`src/rtl/sparse_set_id_table_defines.svh`:
```
// Assertion macros for the sparse set id table.
`ifndef SPARSE_SET_ID_TABLE_DEFINES_SVH
`define SPARSE_SET_ID_TABLE_DEFINES_SVH
`ifndef SYNTHESIS
`define SSIT_ASSERT(label, clk, rst_n, prop, msg) \
	label: assert property (@(posedge clk) disable iff (!rst_n) prop) else $error(msg);
`define SSIT_ASSERT_NEXT(label, clk, rst_n, cond, prop, msg) \
	label: assert property (@(posedge clk) disable iff (!rst_n) cond |=> prop) else $error(msg);
`else
`define SSIT_ASSERT(label, clk, rst_n, prop, msg)
`define SSIT_ASSERT_NEXT(label, clk, rst_n, cond, prop, msg)
`endif
`endif

```
`src/rtl/ssit_pkg.sv`:
```
package ssit_pkg;
	localparam int MaxIds = 256;
	localparam int IdW = 8;
	localparam int CntW = 9;
	localparam int PayW = 32;
	localparam logic [1:0] OP_ADD = 2'd0;
	localparam logic [1:0] OP_REMOVE = 2'd1;
	localparam logic [1:0] OP_READ_ID = 2'd2;
	localparam logic [1:0] OP_READ_SLOT = 2'd3;
	localparam logic [1:0] ST_OK = 2'd0;
	localparam logic [1:0] ST_FULL = 2'd1;
	localparam logic [1:0] ST_ABSENT = 2'd2;

	typedef struct packed {
		logic [1:0] opcode;
		logic [IdW-1:0] entry_id;
		logic [IdW-1:0] slot_index;
		logic [PayW-1:0] payload;
	} cmd_t;

	typedef struct packed {
		logic [1:0] status;
		logic [IdW-1:0] result_id;
		logic [IdW-1:0] result_slot;
		logic [PayW-1:0] result_payload;
		logic [CntW-1:0] live_count;
	} rsp_t;
endpackage

```
`src/rtl/ssit_front.sv`:
```
module ssit_front (
	input logic clk,
	input logic arst_n,
	input logic in_valid,
	output logic in_ready,
	input ssit_pkg::cmd_t in_cmd,
	output logic q_valid,
	input logic q_ready,
	output ssit_pkg::cmd_t q_cmd
);
	import ssit_pkg::*;

	cmd_t buf_q [2];
	logic wr_q, rd_q;
	logic [1:0] cnt_q;

	assign in_ready = (cnt_q != 2'd2);
	assign q_valid = (cnt_q != 2'd0);
	assign q_cmd = buf_q[rd_q];

	always_ff @(posedge clk) begin
		if (in_valid && in_ready) begin
			buf_q[wr_q] <= in_cmd;
		end
	end

	always_ff @(posedge clk or negedge arst_n) begin
		if (!arst_n) begin
			wr_q <= 1'b0;
			rd_q <= 1'b0;
			cnt_q <= 2'd0;
		end else begin
			if (in_valid && in_ready) begin
				wr_q <= ~wr_q;
			end
			if (q_valid && q_ready) begin
				rd_q <= ~rd_q;
			end
			cnt_q <= cnt_q + 2'(in_valid && in_ready) - 2'(q_valid && q_ready);
		end
	end
endmodule

```
`config.mk`:
```
export PLATFORM = sky130hd
export DESIGN_NAME = ssit_front
export DESIGN_NICKNAME = d
export VERILOG_FILES = /design/src/rtl/sparse_set_id_table_defines.svh /design/src/rtl/ssit_pkg.sv /design/src/rtl/ssit_front.sv
export SDC_FILE = /design/constraint.sdc
export NUM_CORES = 1
export LEC_CHECK = 0
export BUFFER_PORTS_ARGS = -buffer_cell sky130_fd_sc_hd__buf_2
export CAP_MARGIN = 30
export CORE_MARGIN = 4
export CORE_UTILIZATION = 25
export CTS_CLUSTER_SIZE = 40
export DETAILED_ROUTE_END_ITERATION = 7
export HOLD_SLACK_MARGIN = 0.02
export SKIP_LAST_GASP = 1
export SYNTH_ARGS = -nofsm -noshare
export SYNTH_HDL_FRONTEND = slang
export SYNTH_SLANG_ARGS = --single-unit
```
`constraint.sdc`:
```
create_clock -name clk -period 3.76 [get_ports clk]
set_input_delay 0.376 -clock clk [delete_from_list [all_inputs] [get_ports clk]]
set_output_delay 0.376 -clock clk [all_outputs]
set_load 0.005 [all_outputs]
```
Word-level counts from Yosys, hierarchy flattened
Memory sizes are Yosys's and may differ from the RTL's.
Cells that the tools add are included.
{"block": "totals", "mem_count": 1, "ff_bits": 4, "ramBits": 100, "output_inout_bits": 52, "elab_cells": 14}
{"name": "buf_q", "words": 2, "width": 50, "rd": 1, "rd_clocked_by_memory_dff": 0, "wr": 1, "line_no": "ssit_front.sv:13", "rtl": "cmd_t buf_q [2];"}
{"block": "classes", "eq_ne": 1, "n_reduce_logical": 3, "bitwise": 2, "n_addsub": 2, "n_mux": 2}
{"cell": "2-bit by 1-bit adder with 2-bit output", "count": 1}
{"cell": "1-bit logical AND", "count": 2}
{"cell": "1-bit two-way mux", "count": 2}
{"cell": "2-bit inequality test (second input constant)", "count": 1}
{"cell": "1-bit inverter", "count": 2}
{"cell": "2-bit nonzero test", "count": 1}
{"cell": "2-bit by 1-bit subtractor with 2-bit output", "count": 1}

Depth between registers and ports, before layout
Gate-level depths: netlist of the first run.
{"block": "logic_depth", "depth_word": 4, "ltp_mapped": 7}

Worst setup path before layout of the first run
No wires, ideal clock.
{"block": "synth_timing", "path_kind": "register -> register", "from": "register cnt_q[1]", "to": "memory buf_q[0][0] (netlist name) (enable)", "arrival_time_ns": 2.712, "setup_time_ns": 0.458, "synth_period_minus_slack_ns": 3.170, "required_time_ns": 3.302, "path_stages_with_launch": 4, "n_path_buf": 0, "slack_ns": 0.590, "path_cell_list": "dfrtp_1 nand2b_1 nand2_1 nor2_1"}
{"block": "synth_between", "elab_chain_cells": 4}
{"element": "from (decl)", "line_no": "ssit_front.sv:15", "rtl": "logic [1:0] cnt_q;"}
{"element": "from (signal assigned)", "line_no": "ssit_front.sv:39", "rtl": "cnt_q <= cnt_q + 2'(in_valid && in_ready) - 2'(q_valid && q_ready);"}
{"element": "2-bit inequality test", "line_no": "ssit_front.sv:17", "rtl": "assign in_ready = (cnt_q != 2'd2);"}
{"element": "net in_ready", "line_no": "ssit_front.sv:5", "rtl": "output logic in_ready,"}
{"element": "1-bit logical AND", "line_no": "ssit_front.sv:22", "rtl": "if (in_valid && in_ready) begin"}
{"element": "1-bit two-way mux", "line_no": "ssit_front.sv:22"}
{"element": "1-bit two-way mux (not written as such)", "line_no": "ssit_front.sv:23", "rtl": "buf_q[wr_q] <= in_cmd;"}
{"element": "to (decl)", "line_no": "ssit_front.sv:13"}
The timed path passes the listed nets, and every way through them passes these cells.

==> results of run 1 <==
-- cell type report --
cell class,instances,area (sq um)
inverters,1,3.75
clock inverters,3,20.0
multi-input cells,62,667
flip-flops and latches,104,3100
clock buffers,13,250
well taps,184,230
repair buffers,109,558
fillers,1462,9920
-- cell families after synthesis --
logic type | after synthesis | share of synthesized area [%]
buffers and inverters | 7 | 1.86
adder cells (fa/ha/maj) | 2 | 0.653
XOR/XNOR | 4 | 0.914
AND/OR/NAND/NOR | 6 | 0.914
flip-flops | 104 | 81.0
multiplexers | 50 | 14.7
-- sequential cells by signal, summed over array words and instances (netlist names) --
name	cells
wr_q	1
buf_q	100
cnt_q	2
rd_q	1
-- cell usage in the layout (no fill, tap or decap), types with 3 or more instances in the layout --
cell	count
buf_2	105
edfxtp_1	100
mux2_2	46
clkbuf_16	9
mux2_1	4
xnor2_1	3
clkbuf_1	3
dfrtp_1	3
buf_4	3
-- power by group through the flow --
stage	combinational, W	clock (W)	sequential, W
6_report	0.000933	0.000845	0.00170
5_1_grt	0.00104	0.000932	0.00173
4_1_cts	0.000975	0.000879	0.00171
3_5_place_dp	0.000969	0	0.00174
3_3_place_gp	0.000965	0	0.00173
2_1_floorplan	0.000655	0	0.00167
-- critical path: stages (launching register included) --
cell and delay (ns):
dfrtp_2 0.75, buf_4 0.45, mux2_2 0.39, buf_2 0.13
-- per-layer routing --
metal,up-vias,GRT usage [%],routed length [um]
li1,902,-,-
met1,932,9.46,3110
met2,63,14.3,3490
met3,12,3.66,464
met4,2,3.68,131
met5,-,0,14
-- per-stage QoR --
step / cell area [sq um] / std cells / utilization (%)
2_1_floorplan: 3830 / 173 / -
4_1_cts: 4830 / 476 / 32.8
5_1_grt: 4830 / 476 / 32.8
3_3_place_gp: 4550 / 459 / 30.9
3_5_place_dp: 4550 / 459 / 30.9
6_report: 4830 / 476 / 32.8
-- repair_timing --
action / in CTS / in global routing
endpoints found under the hold margin: 4 / 0
setup endpoints to repair: 0 / 0
hold buffers: 1 / 0
-- worst paths after layout --
path | from | end | slack [ns] | cells past startpoint
max reg2reg | cnt_q[1]$_DFF_PN0_ | buf_q[0][21]$_DFFE_PP_ | 1.70 | 4
min in group asynchronous | arst_n | wr_q$_DFFE_PN0N_ | 0.37 | 2
min reg2reg | cnt_q[0]$_DFF_PN0_ | cnt_q[0]$_DFF_PN0_ | 0.52 | 1
max | rd_q$_DFFE_PN0P_ | q_cmd[32] | 1.32 | 3
max in group asynchronous | arst_n | rd_q$_DFFE_PN0P_ | 3.26 | 2
min | in_cmd[44] | buf_q[0][44]$_DFFE_PP_ | 0.22 | 1
==> metrics, run 1 <==
Slew headroom 58.1%; Peak VDD IR 299 uV; LEAKAGE 1.78 nW; Resize count post-CTS 0; worst slack at placement 1.58 ns; cts bufs inserted 9; final WL 7210 um; Die W 132 um; port bufs 105; Clock Path Buffers 2; Async S/R FF share, synth 3.85%; internal cell power 0.00254 W; Initial Util 26.0%; FF+latch count, synth 104; vias in the first global route 2131; Final TNS setup 0 ns; root buffer cell clkbuf_16; fin. max-slew vios 0; Slew @ Worst Pin 0.627 ns; Yosys top cell area share 78.4%; largest fanout on the critical path 27; ys flop type edfxtp_1; drt first pass iters 4; Core Area 14800 sq um; Final WS setup 1.32 ns; synth cell count leaders edfxtp_1, mux2_2, buf_6; total die area 17400 sq um; f_max 0.410 GHz; CTS tree built; clock power share 24.3%; WP data required 3.38 ns; clock transition at the registers of the reported paths 0.06 ns; min cycle time layout 2.44 ns; Final Power 0.00348 W; run status completed; Sw Share 27.0%; sequential share of power 48.9%; H-tree depth 3; P&R area growth vs syn 26.1%; endpoints failing setup 0; Syn Nets 229; GP Congestion 0.682; cell taking the most area after synthesis edfxtp_1; Remaining Overflow, GRT 0; Mean Syn Cell Area 22.2 sq um; die height 132 um; Routed Antenna Nets 0; Worst Hold Class in -> reg; cell with the most instances after synthesis edfxtp_1; largest net degree at the start of global routing 35; worst-skew pair later-pin latency 0.34 ns; CP Launch Type flop; Post CTS Setup Buffer Count 0; final hold slack 0.223 ns; antenna violations before repair 1; Net count, final 343; nature of the critical path endpoint primary output; Via density 4.01; YS warnings 0; max-cap violation count 0; average wire per standard cell 15.1 um; sequential fraction of the synthesis area 81.0%; crit path kind reg -> out; Rows 44; clock sink count 104; I/O pin count 106; Final Hold Fails 0; initial drt markers 46; RSZ-0062 raised after global routing false; GRT Overall Usage 8.51%; Comb pwr share 26.8%; DRC Markers 0; Pwr per Cell Area 720 nW/um^2; worst clock skew 0.00721 ns; fin crit share 64.9%; DP HPWL 4930 um; Mapped Area 3830 sq um; via count 1911; Sw Pwr 0.000940 W; number of synthesized flops with an enable pin 100; WP data arrival 2.07 ns; instance count of the mapped netlist 173; layout cell share with drive strength beyond 1 58.6%; Cell variety after synth 15; top area cells in the synthesized netlist edfxtp_1, mux2_2, dfrtp_1; diodes inserted 0; first-pass GRT wire length 11200 um
No activity file was read; power rests on OpenSTA's default activity.
==> run 2, diff against run 1 <==
Clock period 3.76 ns to 2.2 ns, I/O delays scaled along.
==> metrics, run 2 (same netlist as run 1, synthesis figures left out) <==
run status completed; Fillers 1481; Top reg by flops buf_q; H-tree depth 3; GRT Overall Usage 8.69%; fin crit share 80.3%; Final Hold Fails 0; DRC Markers 0; WP data required 1.98 ns; Slew @ Worst Pin 0.329 ns; clock transition at the registers of the reported paths 0.06 ns; R2R setup slack 0.47 ns; Reg2Reg Depth 7; layout cell share with drive strength beyond 1 58.8%; Resize count post-CTS 0; Final TNS setup 0 ns; Largest register FFs 100; initial drt markers 94; Initial Util 26.0%; nature of the critical path endpoint primary output; final WL 7230 um; CTS Hold Buffers Added 1; cts bufs inserted 9; CP Launch Type flop; clock sink count 104; GP Congestion 0.665; endpoints failing setup 0; RSZ-0062 raised after global routing false; Net count, final 343; critical path's slowest cell mux2_1; Sw Pwr 0.00163 W; worst clock skew 0.00546 ns; P&R area growth vs syn 26.6%; largest fanout on the critical path 51; internal cell power 0.00434 W; Largest regs buf_q (100), cnt_q (2); final hold slack 0.0660 ns; I/O pin count 106; Clock Path Buffers 2; Reg area 3100 sq um; max-cap violation count 0; multi-input gate area in the final layout 667 sq um; crit path kind reg -> out; via count 1945; Slew headroom 78.1%; commonest non-fill, non-tap cell in the layout buf_2; antenna violations before repair 0; largest net degree at the start of global routing 52; Post CTS Setup Buffer Count 0; Core Area 14800 sq um; average wire per standard cell 15.2 um; Sw Share 27.2%; WHS Path Cells 1; CP Launch Point rd_q$_DFFE_PN0P_; CTS tree built; min cycle time layout 1.77 ns; Reg-to-Reg End cnt_q[1]$_DFF_PN0_; vias in the first global route 2173; DP HPWL 4600 um; Pwr per Cell Area 1230 nW/um^2; die height 132 um; worst-skew pair later-pin latency 0.34 ns; startpoint of the worst hold path in_cmd[21]; RR Startpoint cnt_q[1]$_DFF_PN0_; Peak VDD IR 723 uV; Worst Hold Class in -> reg; f_max 0.566 GHz; Hold Crit Endpoint buf_q[0][21]$_DFFE_PP_; most frequent cells in the layout buf_2, edfxtp_1, mux2_2; Crit path largest cell delay 0.38 ns; first-pass GRT wire length 11500 um; fin. max-slew vios 0; Via density 4.09; WP data arrival 1.55 ns; Rows 44; Comb pwr share 29.6%; sequential share of power 47.2%; Routed Antenna Nets 0; fin util 32.9%; Die W 132 um; clock power share 23.2%; drt first pass iters 4; diodes inserted 0; port bufs 105; crit path cell chain buf_12 -> mux2_1 -> buf_2; LEAKAGE 1.79 nW; root buffer cell clkbuf_16; Remaining Overflow, GRT 0; total die area 17400 sq um
run 2: layout make-up:
cell class | instances | area share (%)
clock buffer | 9 | 4.64
clock inverter | 6 | 0.567
inverter | 1 | 0.0773
multi-input combinational | 62 | 13.7
sequential | 104 | 64.0
tap | 184 | 4.74
timing repair buffer | 109 | 12.3
run 2: worst max path at each step:
stage | depth (start not counted) | to
final | 3 | q_cmd[1]
after global routing | 3 | q_cmd[1]
after CTS | 3 | q_cmd[20]
after detailed placement | 7 | cnt_q[1]$_DFF_PN0_
after global placement | 7 | cnt_q[1]$_DFF_PN0_
after floorplan | 2 | buf_q[1][0]$_DFFE_PP_
run 2: metal layers:
layer  vias up  track usage (%)  share of wire (%)
met5         -                0                  0
met4         0             2.98                1.3
met3         5             4.50                7.0
met2        60             15.5                 54
met1       978             8.71                 38
li1        902                -                  -
run 2: power by group through the flow:
stage	registers [W]	clock network, W	logic [W]
2_1_floorplan	0.00284	0	0.00113
3_3_place_gp	0.00284	0	0.00182
3_5_place_dp	0.00287	0	0.00184
4_1_cts	0.00283	0.00146	0.00184
5_1_grt	0.00286	0.00154	0.00195
6_report	0.00282	0.00138	0.00177
run 2: through the flow:
step	total power, W	std cells	cell area (sq um)	setup WS (ns)
2_1_floorplan	0.00397	173	3840	0.0309
3_3_place_gp	0.00466	459	4590	0.569
3_5_place_dp	0.00471	459	4590	0.488
4_1_cts	0.00613	475	4850	0.397
5_1_grt	0.00636	475	4850	0.344
6_report	0.00597	475	4850	0.434
run 2: critical path, delay by kind of cell (launching register included):
kind / cells / cell delay (ns)
flip-flops: 1 / 0.37
multiplexers: 1 / 0.38
buffers and inverters: 2 / 0.42
